==> src/rtl/sha256c_pkg.sv <==
// ----------------------------------------------------------------------------
// sha256c_pkg
// Shared types, round constants and round functions for the SHA-256
// compression rounds unit.
// ----------------------------------------------------------------------------
package sha256c_pkg;

  localparam int NumWords  = 8;
  localparam int NumRounds = 64;
  localparam int WordW     = 32;
  localparam int IdxW      = $clog2(NumWords);
  localparam int RoundW    = $clog2(NumRounds);

  typedef logic [WordW-1:0] word_t;
  typedef logic [NumWords-1:0][WordW-1:0] vars_t;
  typedef logic [RoundW-1:0] round_t;
  typedef logic [IdxW-1:0] idx_t;

  typedef enum logic {
    ACT_LOAD  = 1'b0,
    ACT_ROUND = 1'b1
  } action_t;

  localparam round_t LastRound = round_t'(NumRounds - 1);
  localparam idx_t   LastIdx   = idx_t'(NumWords - 1);

  // input word
  typedef struct packed {
    logic  action;
    idx_t  hash_index;
    word_t word_value;
  } item_t;

  // result word
  typedef struct packed {
    idx_t  out_index;
    word_t out_value;
    logic  last;
  } result_t;

  // round constant table
  function automatic word_t kconst(input round_t t);
    word_t k;
    case (t)
      6'd0:  k = 32'h428a2f98;  6'd1:  k = 32'h71374491;
      6'd2:  k = 32'hb5c0fbcf;  6'd3:  k = 32'he9b5dba5;
      6'd4:  k = 32'h3956c25b;  6'd5:  k = 32'h59f111f1;
      6'd6:  k = 32'h923f82a4;  6'd7:  k = 32'hab1c5ed5;
      6'd8:  k = 32'hd807aa98;  6'd9:  k = 32'h12835b01;
      6'd10: k = 32'h243185be;  6'd11: k = 32'h550c7dc3;
      6'd12: k = 32'h72be5d74;  6'd13: k = 32'h80deb1fe;
      6'd14: k = 32'h9bdc06a7;  6'd15: k = 32'hc19bf174;
      6'd16: k = 32'he49b69c1;  6'd17: k = 32'hefbe4786;
      6'd18: k = 32'h0fc19dc6;  6'd19: k = 32'h240ca1cc;
      6'd20: k = 32'h2de92c6f;  6'd21: k = 32'h4a7484aa;
      6'd22: k = 32'h5cb0a9dc;  6'd23: k = 32'h76f988da;
      6'd24: k = 32'h983e5152;  6'd25: k = 32'ha831c66d;
      6'd26: k = 32'hb00327c8;  6'd27: k = 32'hbf597fc7;
      6'd28: k = 32'hc6e00bf3;  6'd29: k = 32'hd5a79147;
      6'd30: k = 32'h06ca6351;  6'd31: k = 32'h14292967;
      6'd32: k = 32'h27b70a85;  6'd33: k = 32'h2e1b2138;
      6'd34: k = 32'h4d2c6dfc;  6'd35: k = 32'h53380d13;
      6'd36: k = 32'h650a7354;  6'd37: k = 32'h766a0abb;
      6'd38: k = 32'h81c2c92e;  6'd39: k = 32'h92722c85;
      6'd40: k = 32'ha2bfe8a1;  6'd41: k = 32'ha81a664b;
      6'd42: k = 32'hc24b8b70;  6'd43: k = 32'hc76c51a3;
      6'd44: k = 32'hd192e819;  6'd45: k = 32'hd6990624;
      6'd46: k = 32'hf40e3585;  6'd47: k = 32'h106aa070;
      6'd48: k = 32'h19a4c116;  6'd49: k = 32'h1e376c08;
      6'd50: k = 32'h2748774c;  6'd51: k = 32'h34b0bcb5;
      6'd52: k = 32'h391c0cb3;  6'd53: k = 32'h4ed8aa4a;
      6'd54: k = 32'h5b9cca4f;  6'd55: k = 32'h682e6ff3;
      6'd56: k = 32'h748f82ee;  6'd57: k = 32'h78a5636f;
      6'd58: k = 32'h84c87814;  6'd59: k = 32'h8cc70208;
      6'd60: k = 32'h90befffa;  6'd61: k = 32'ha4506ceb;
      6'd62: k = 32'hbef9a3f7;  6'd63: k = 32'hc67178f2;
      default: k = '0;
    endcase
    return k;
  endfunction

  // upper-case sigma functions
  function automatic word_t big_sigma0(input word_t x);
    return {x[1:0], x[31:2]} ^ {x[12:0], x[31:13]} ^ {x[21:0], x[31:22]};
  endfunction

  function automatic word_t big_sigma1(input word_t x);
    return {x[5:0], x[31:6]} ^ {x[10:0], x[31:11]} ^ {x[24:0], x[31:25]};
  endfunction

endpackage

==> src/rtl/sha256c_round.sv <==
// ----------------------------------------------------------------------------
// sha256c_round
// One SHA-256 round on the working variables, plus the end-of-block sum into
// the chaining hash words.
// ----------------------------------------------------------------------------
module sha256c_round (
  input  sha256c_pkg::vars_t  hash,
  input  sha256c_pkg::vars_t  work,
  input  sha256c_pkg::round_t round,
  input  sha256c_pkg::word_t  w,
  output sha256c_pkg::vars_t  work_next,
  output sha256c_pkg::vars_t  hash_sum
);
  import sha256c_pkg::*;

  vars_t src;
  word_t s0, s1, ch, mj, t1, t2;

  // round zero starts from the chaining words
  assign src = (round == '0) ? hash : work;

  // round function
  always_comb begin
    s1 = big_sigma1(src[4]);
    ch = (src[4] & src[5]) ^ (~src[4] & src[6]);
    s0 = big_sigma0(src[0]);
    mj = (src[0] & src[1]) ^ (src[0] & src[2]) ^ (src[1] & src[2]);
    t1 = src[7] + s1 + ch + kconst(round) + w;
    t2 = s0 + mj;
    work_next[7] = src[6];
    work_next[6] = src[5];
    work_next[5] = src[4];
    work_next[4] = src[3] + t1;
    work_next[3] = src[2];
    work_next[2] = src[1];
    work_next[1] = src[0];
    work_next[0] = t1 + t2;
  end

  // chaining sum after the last round
  always_comb begin
    for (int i = 0; i < NumWords; i++) begin
      hash_sum[i] = hash[i] + work_next[i];
    end
  end

endmodule

==> src/rtl/sha256c_outbuf.sv <==
// ----------------------------------------------------------------------------
// sha256c_outbuf
// Holds the eight updated hash words of a finished block and sends them out
// one word per handshake, in index order.
// ----------------------------------------------------------------------------
module sha256c_outbuf (
  input  logic                clk,
  input  logic                rst,
  input  logic                capture,
  input  sha256c_pkg::vars_t  words,
  output logic                busy,
  output logic                result_valid,
  input  logic                result_stall,
  output sha256c_pkg::result_t result
);
  import sha256c_pkg::*;

  vars_t buffer;
  idx_t  count;
  logic  pop;

  assign pop          = busy && !result_stall;
  assign result_valid = busy;

  // result word from the head of the shift line
  always_comb begin
    result.out_index = count;
    result.out_value = buffer[0];
    result.last      = (count == LastIdx);
  end

  // control
  always_ff @(posedge clk) begin
    if (rst) begin
      busy  <= 1'b0;
      count <= '0;
    end else if (capture) begin
      busy  <= 1'b1;
      count <= '0;
    end else if (pop) begin
      count <= count + 1'b1;
      if (count == LastIdx) begin
        busy <= 1'b0;
      end
    end
  end

  // shift line of words
  always_ff @(posedge clk) begin
    if (capture) begin
      buffer <= words;
    end else if (pop) begin
      for (int i = 0; i < NumWords - 1; i++) begin
        buffer[i] <= buffer[i+1];
      end
    end
  end

endmodule

==> src/rtl/sha256_compression_rounds_unit.sv <==
// ----------------------------------------------------------------------------
// sha256_compression_rounds_unit
// SHA-256 compression, one round per schedule word, with chaining hash words
// loaded one at a time and the updated words sent out after the last round.
// ----------------------------------------------------------------------------
// Throughput: one word per unstalled cycle; each round is done in the cycle
//   its word is accepted, by the round logic between the state registers.
// Latency: the eight result words start the cycle after round 63 is accepted
//   and leave one per unstalled cycle; a block finishing while the previous
//   results are still held stalls the input until they have drained.
// Reset: clears the round count and the result buffer's busy flag and word
//   count; hash words are undefined until loaded.
module sha256_compression_rounds_unit (
  input  logic                 clk,
  input  logic                 rst,
  input  logic                 item_valid,
  output logic                 item_stall,
  input  sha256c_pkg::item_t   item,
  output logic                 result_valid,
  input  logic                 result_stall,
  output sha256c_pkg::result_t result
);
  import sha256c_pkg::*;

  vars_t  hash;
  vars_t  work;
  round_t round;
  vars_t  work_next;
  vars_t  hash_sum;
  logic   accept;
  logic   is_round;
  logic   finish;
  logic   busy;

  // input handshake
  assign item_stall = busy && (round == LastRound);
  assign accept     = item_valid && !item_stall;
  assign is_round   = (action_t'(item.action) == ACT_ROUND);
  assign finish     = accept && is_round && (round == LastRound);

  sha256c_round u_round (
    .hash      (hash),
    .work      (work),
    .round     (round),
    .w         (item.word_value),
    .work_next (work_next),
    .hash_sum  (hash_sum)
  );

  // round count
  always_ff @(posedge clk) begin
    if (rst) begin
      round <= '0;
    end else if (accept) begin
      if (is_round) begin
        round <= round + 1'b1;
      end else begin
        round <= '0;
      end
    end
  end

  // working variables and chaining words
  always_ff @(posedge clk) begin
    if (accept) begin
      if (is_round) begin
        work <= work_next;
        if (round == LastRound) begin
          hash <= hash_sum;
        end
      end else begin
        hash[item.hash_index] <= item.word_value;
      end
    end
  end

  sha256c_outbuf u_outbuf (
    .clk          (clk),
    .rst          (rst),
    .capture      (finish),
    .words        (hash_sum),
    .busy         (busy),
    .result_valid (result_valid),
    .result_stall (result_stall),
    .result       (result)
  );

endmodule
==> config.mk <==
export PLATFORM = sky130hd
export DESIGN_NAME = sha256_compression_rounds_unit
export DESIGN_NICKNAME = d
export VERILOG_FILES = /design/src/rtl/sha256c_pkg.sv /design/src/rtl/sha256c_round.sv /design/src/rtl/sha256c_outbuf.sv /design/src/rtl/sha256_compression_rounds_unit.sv
export SDC_FILE = /design/constraint.sdc
export NUM_CORES = 2
export LEC_CHECK = 0
export BUFFER_PORTS_ARGS = -buffer_cell sky130_fd_sc_hd__buf_2
export CAP_MARGIN = 5
export CORE_MARGIN = 3
export CORE_UTILIZATION = 60
export CTS_BUF_LIST = sky130_fd_sc_hd__clkbuf_16
export CTS_CLUSTER_DIAMETER = 30
export DETAILED_ROUTE_END_ITERATION = 8
export PLACE_DENSITY = 0.76
export SETUP_SLACK_MARGIN = 0.15
export SLEW_MARGIN = 20
export SYNTH_ARGS = -nofsm -noshare
export SYNTH_HDL_FRONTEND = slang
export SYNTH_SLANG_ARGS = --single-unit
==> constraint.sdc <==
create_clock -name clk -period 15.6 [get_ports clk]
set_clock_uncertainty 0.2 [all_clocks]
set_input_delay 4.68 -clock clk [delete_from_list [all_inputs] [get_ports clk]]
set_output_delay 4.68 -clock clk [all_outputs]
set_load 0.005 [all_outputs]
==> impl_metrics.sql <==
INSERT INTO impl_metrics (metric_group, metric, value, unit) VALUES
('status', 'status', 'completed', ''),
('drt', 'detailedRoute.firstIterationViolations', '6321', ''),
('clocking', 'cts_resized', '0', ''),
('clocking', 'clock_latency', '0.79', 'ns'),
('yosys', 'asyncSetResetFlopFracSynth', '0', '%'),
('yosys', 'post-synth-top-area-cell', 'edfxtp_1', ''),
('global_route', 'largest_net_degree_at_the_start_of_global_routing', '160', ''),
('clocking', 'cts-buffers-inserted', '181', ''),
('worst_setup_path', 'critical_path_peak_fanout', '4', ''),
('floorplan', 'die_area', '99200', 'um^2'),
('drt', 'detail_route.first_pass.iterations', '6', ''),
('clocking', 'cts.htree.levels', '4', ''),
('yosys', 'synth.avg_cell_area', '9.78', 'um^2'),
('final_layout', 'multi_input_area', '30800', 'um^2'),
('drt', 'wirelength', '187000', 'um'),
('floorplan', 'row_count', '112', ''),
('final_layout', 'layout_common_cells', '973 x nand2_1, 768 x edfxtp_1, 440 x inv_1', ''),
('floorplan', 'fp.dieH', '315', 'um'),
('worst_setup_path', 'critical_path.startpoint_type', 'primary input', ''),
('worst_setup_path', 'worst_ep_required_time', '15.91', 'ns'),
('yosys', 'ys_seq_elements', '810', ''),
('worst_setup_path', 'cp-end-kind', 'flop', ''),
('yosys', 'synth_enable_flop_cells', '768', ''),
('min_path', 'min-delay-path-class', 'flop to flop', ''),
('global_route', 'grt_usage', '37.5', '%'),
('drt', 'post_drt_via_cell_ratio', '6.42', ''),
('clocking', 'clock_sinks', '810', ''),
('clocking', 'number_of_post_cts_setup_repair_buffers', '0', ''),
('floorplan', 'core_area', '94000', 'um^2'),
('global_route', 'vias_in_the_first_global_route', '46200', ''),
('worst_setup_path', 'highest_delay_cell_along_the_critical_path', 'fa_1', ''),
('floorplan', 'pin_count', '78', ''),
('clocking', 'ctsRootBufferMaster', 'clkbuf_16', ''),
('timing', 'finalCriticalPeriod', '13.32', 'ns'),
('floorplan', 'chipWidth', '315', 'um'),
('clocking', 'clk_pin_slew', '0.05', 'ns'),
('clocking', 'cts_max_path_buffers', '3', ''),
('global_route', 'grt_pass1_wl', '281000', 'um'),
('place', 'portBuffers', '77', ''),
('final_layout', 'sequential_cell_area', '23900', 'um^2'),
('timing', 'hold_viol_final', '0', ''),
('worst_setup_path', 'critical_path_arrival', '13.63', 'ns'),
('yosys', 'top_area_cells_in_the_synthesized_netlist', 'edfxtp_1 40%, ha_1 8.0%, nand2_1 6.4%, xnor2_1 5.5%, fa_1 4.5%', ''),
('worst_setup_path', 'critical-path-max-stage-delay', '0.51', 'ns'),
('yosys', 'synth.yosys.seq_area_share', '41.7', '%'),
('clocking', 'hold_buffers', '0', ''),
('timing', 'fmax', '0.0751', 'GHz'),
('timing', 'max_slew.worst_pin.slew', '1.16', 'ns'),
('place', 'gp_congestion', '1.02', ''),
('final_layout', 'final.fill_count', '6865', ''),
('floorplan', 'initial_core_util', '60.9', '%'),
('final_layout', 'syn_to_final_growth', '14.1', '%'),
('yosys', 'number_of_distinct_library_cell_variants_in_the_gate_level_netlist_after_synthesis', '94', ''),
('yosys', 'dominantRegCellSynth', 'edfxtp_1', ''),
('flow_run', 'maxCapViolCount', '0', ''),
('yosys', 'mapped_area', '57300', 'um^2'),
('timing', 'normalized_max_slew_margin', '20.8', '%'),
('worst_setup_path', 'crit_path_frequent_cell', 'inv_1', ''),
('timing', 'final-max-slew-violation-count', '0', ''),
('worst_setup_path', 'setup_slack_reg_to_reg', '3.37', 'ns'),
('final_layout', 'most_common_library_cell_in_the_layout_ignoring_fill_and_taps', 'nand2_1', ''),
('yosys', 'synthesis.nets', '6395', ''),
('timing', 'rsz0062_at_grt', 'false', ''),
('drt', 'via_count', '47300', ''),
('yosys', 'yosys.area.top_type_share', '40.3', '%'),
('global_route', 'grt_overflow_total', '0', ''),
('global_route', 'antenna_found_initial', '6', ''),
('final_layout', 'final_nets', '6490', ''),
('clocking', 'tritoncts', 'built', ''),
('drt', 'antenna_violating_nets_post_route', '0', ''),
('yosys', 'synth_warnings', '0', ''),
('timing', 'min_period_over_period', '85.4', '%'),
('drt', 'route.detailed.wl_per_inst', '25.4', 'um'),
('yosys', 'synthesis.instances', '5858', ''),
('timing', 'final-setup-viol-count', '0', ''),
('worst_setup_path', 'worstSetupPathType', 'primary input to flop', ''),
('place', 'hpwl_after_dpl', '133000', 'um'),
('drt', 'drc_errors', '0', ''),
('timing', 'final.setup.tns', '0', 'ns'),
('final_layout', 'share_of_cells_above_drive_strength_1', '11.8', '%');
state kept, by name (all words and copies together) (netlist names), named ones only:
signal / cells
hash: 256
round: 6
u_outbuf.buffer: 224
u_outbuf.busy: 1
u_outbuf.count: 3
u_outbuf.result: 32
work: 256
area by class of cell:
cell class | count | share of cell area, %
sequential | 810 | 36.6
clock buffer | 182 | 6.97
clock inverter | 159 | 2.67
timing repair buffer | 171 | 1.78
tap | 1254 | 2.40
multi-input combinational | 4360 | 47.1
antenna | 2 | 0.00766
inverter | 429 | 2.49
Yosys cell counts (14+ instances only):
cell type	instances
mux2_2	180
ha_1	367
nand3_1	77
nand2b_1	56
a21boi_0	19
o21a_1	61
nor2_1	319
nand4_1	14
o31ai_1	21
nor3_1	77
a21o_1	120
edfxtp_1	768
o22ai_1	40
buf_1	31
nor2b_1	51
xor2_1	88
clkbuf_1	193
o21ai_0	438
nand2_1	974
a31oi_1	42
o221ai_1	15
and2_1	22
or2_2	16
and3_1	42
a211oi_1	41
inv_1	427
xnor2_1	363
fa_1	130
o21bai_1	43
buf_4	32
or3_1	19
dfxtp_1	42
a21oi_1	321
o211ai_1	30
mux2i_1	137
a22o_1	38
cell families (layout without fill, tap and decap cells):
| kind of cell | after synthesis | in the layout | synth area share [%] |
|---|---|---|---|
| and+or+nand+nor | 1705 | 1705 | 12.8 |
| AOI/OAI and AO/OA | 1379 | 1379 | 15.2 |
| DFF | 810 | 810 | 41.7 |
| buffers and inverters | 688 | 941 | 4.72 |
| adders and majority gates | 507 | 507 | 12.7 |
| xor gates and xnor gates | 452 | 452 | 6.92 |
| muxes | 317 | 317 | 5.93 |
| other | 0 | 2 | 0 |
per-layer routing:
layer  track usage [%]  part of all wire, %  wire length (um)
met4              19.8                  5.9             11100
met5                 0                0.029                54
met3              7.48                   12             21800
met2              57.0                   44             81800
met1              51.0                   39             72400
worst max-delay path: cells and delay by family:
kind,cells,cell delay [ns]
buffers and inverters,7,0.58
AND/OR/NAND/NOR,5,0.74
multiplexers,1,0.28
AO/OA/AOI/OAI,13,3.31
adder cells (fa/ha/maj),8,3.31
XOR/XNOR,4,0.75
stage by stage:
stage	instance area, um^2	cells	setup slack (ns)	utilization, %	hold WS, ns
floorplan	57300	5858	2.82	-	0.284
global placement	59000	7022	1.89	62.8	0.294
detailed placement	59000	7022	1.65	62.8	0.299
CTS	65300	7363	2.46	69.5	0.308
global route	65400	7366	1.82	69.5	0.331
finish	65400	7367	2.28	69.5	0.307
final timing paths:
check,startpoint,endpoint,cells after the start
hold / removal,u_outbuf.buffer[243],u_outbuf.buffer[211],2
setup reg to reg,round[0],u_outbuf.buffer[159],40
hold reg to reg,u_outbuf.buffer[243],u_outbuf.buffer[211],2
setup / recovery,item[1],u_outbuf.result[32],38
Power is left out: the tool's default activity adds up to more than one toggle a clock period on the data nets, which glitch-free logic cannot reach.
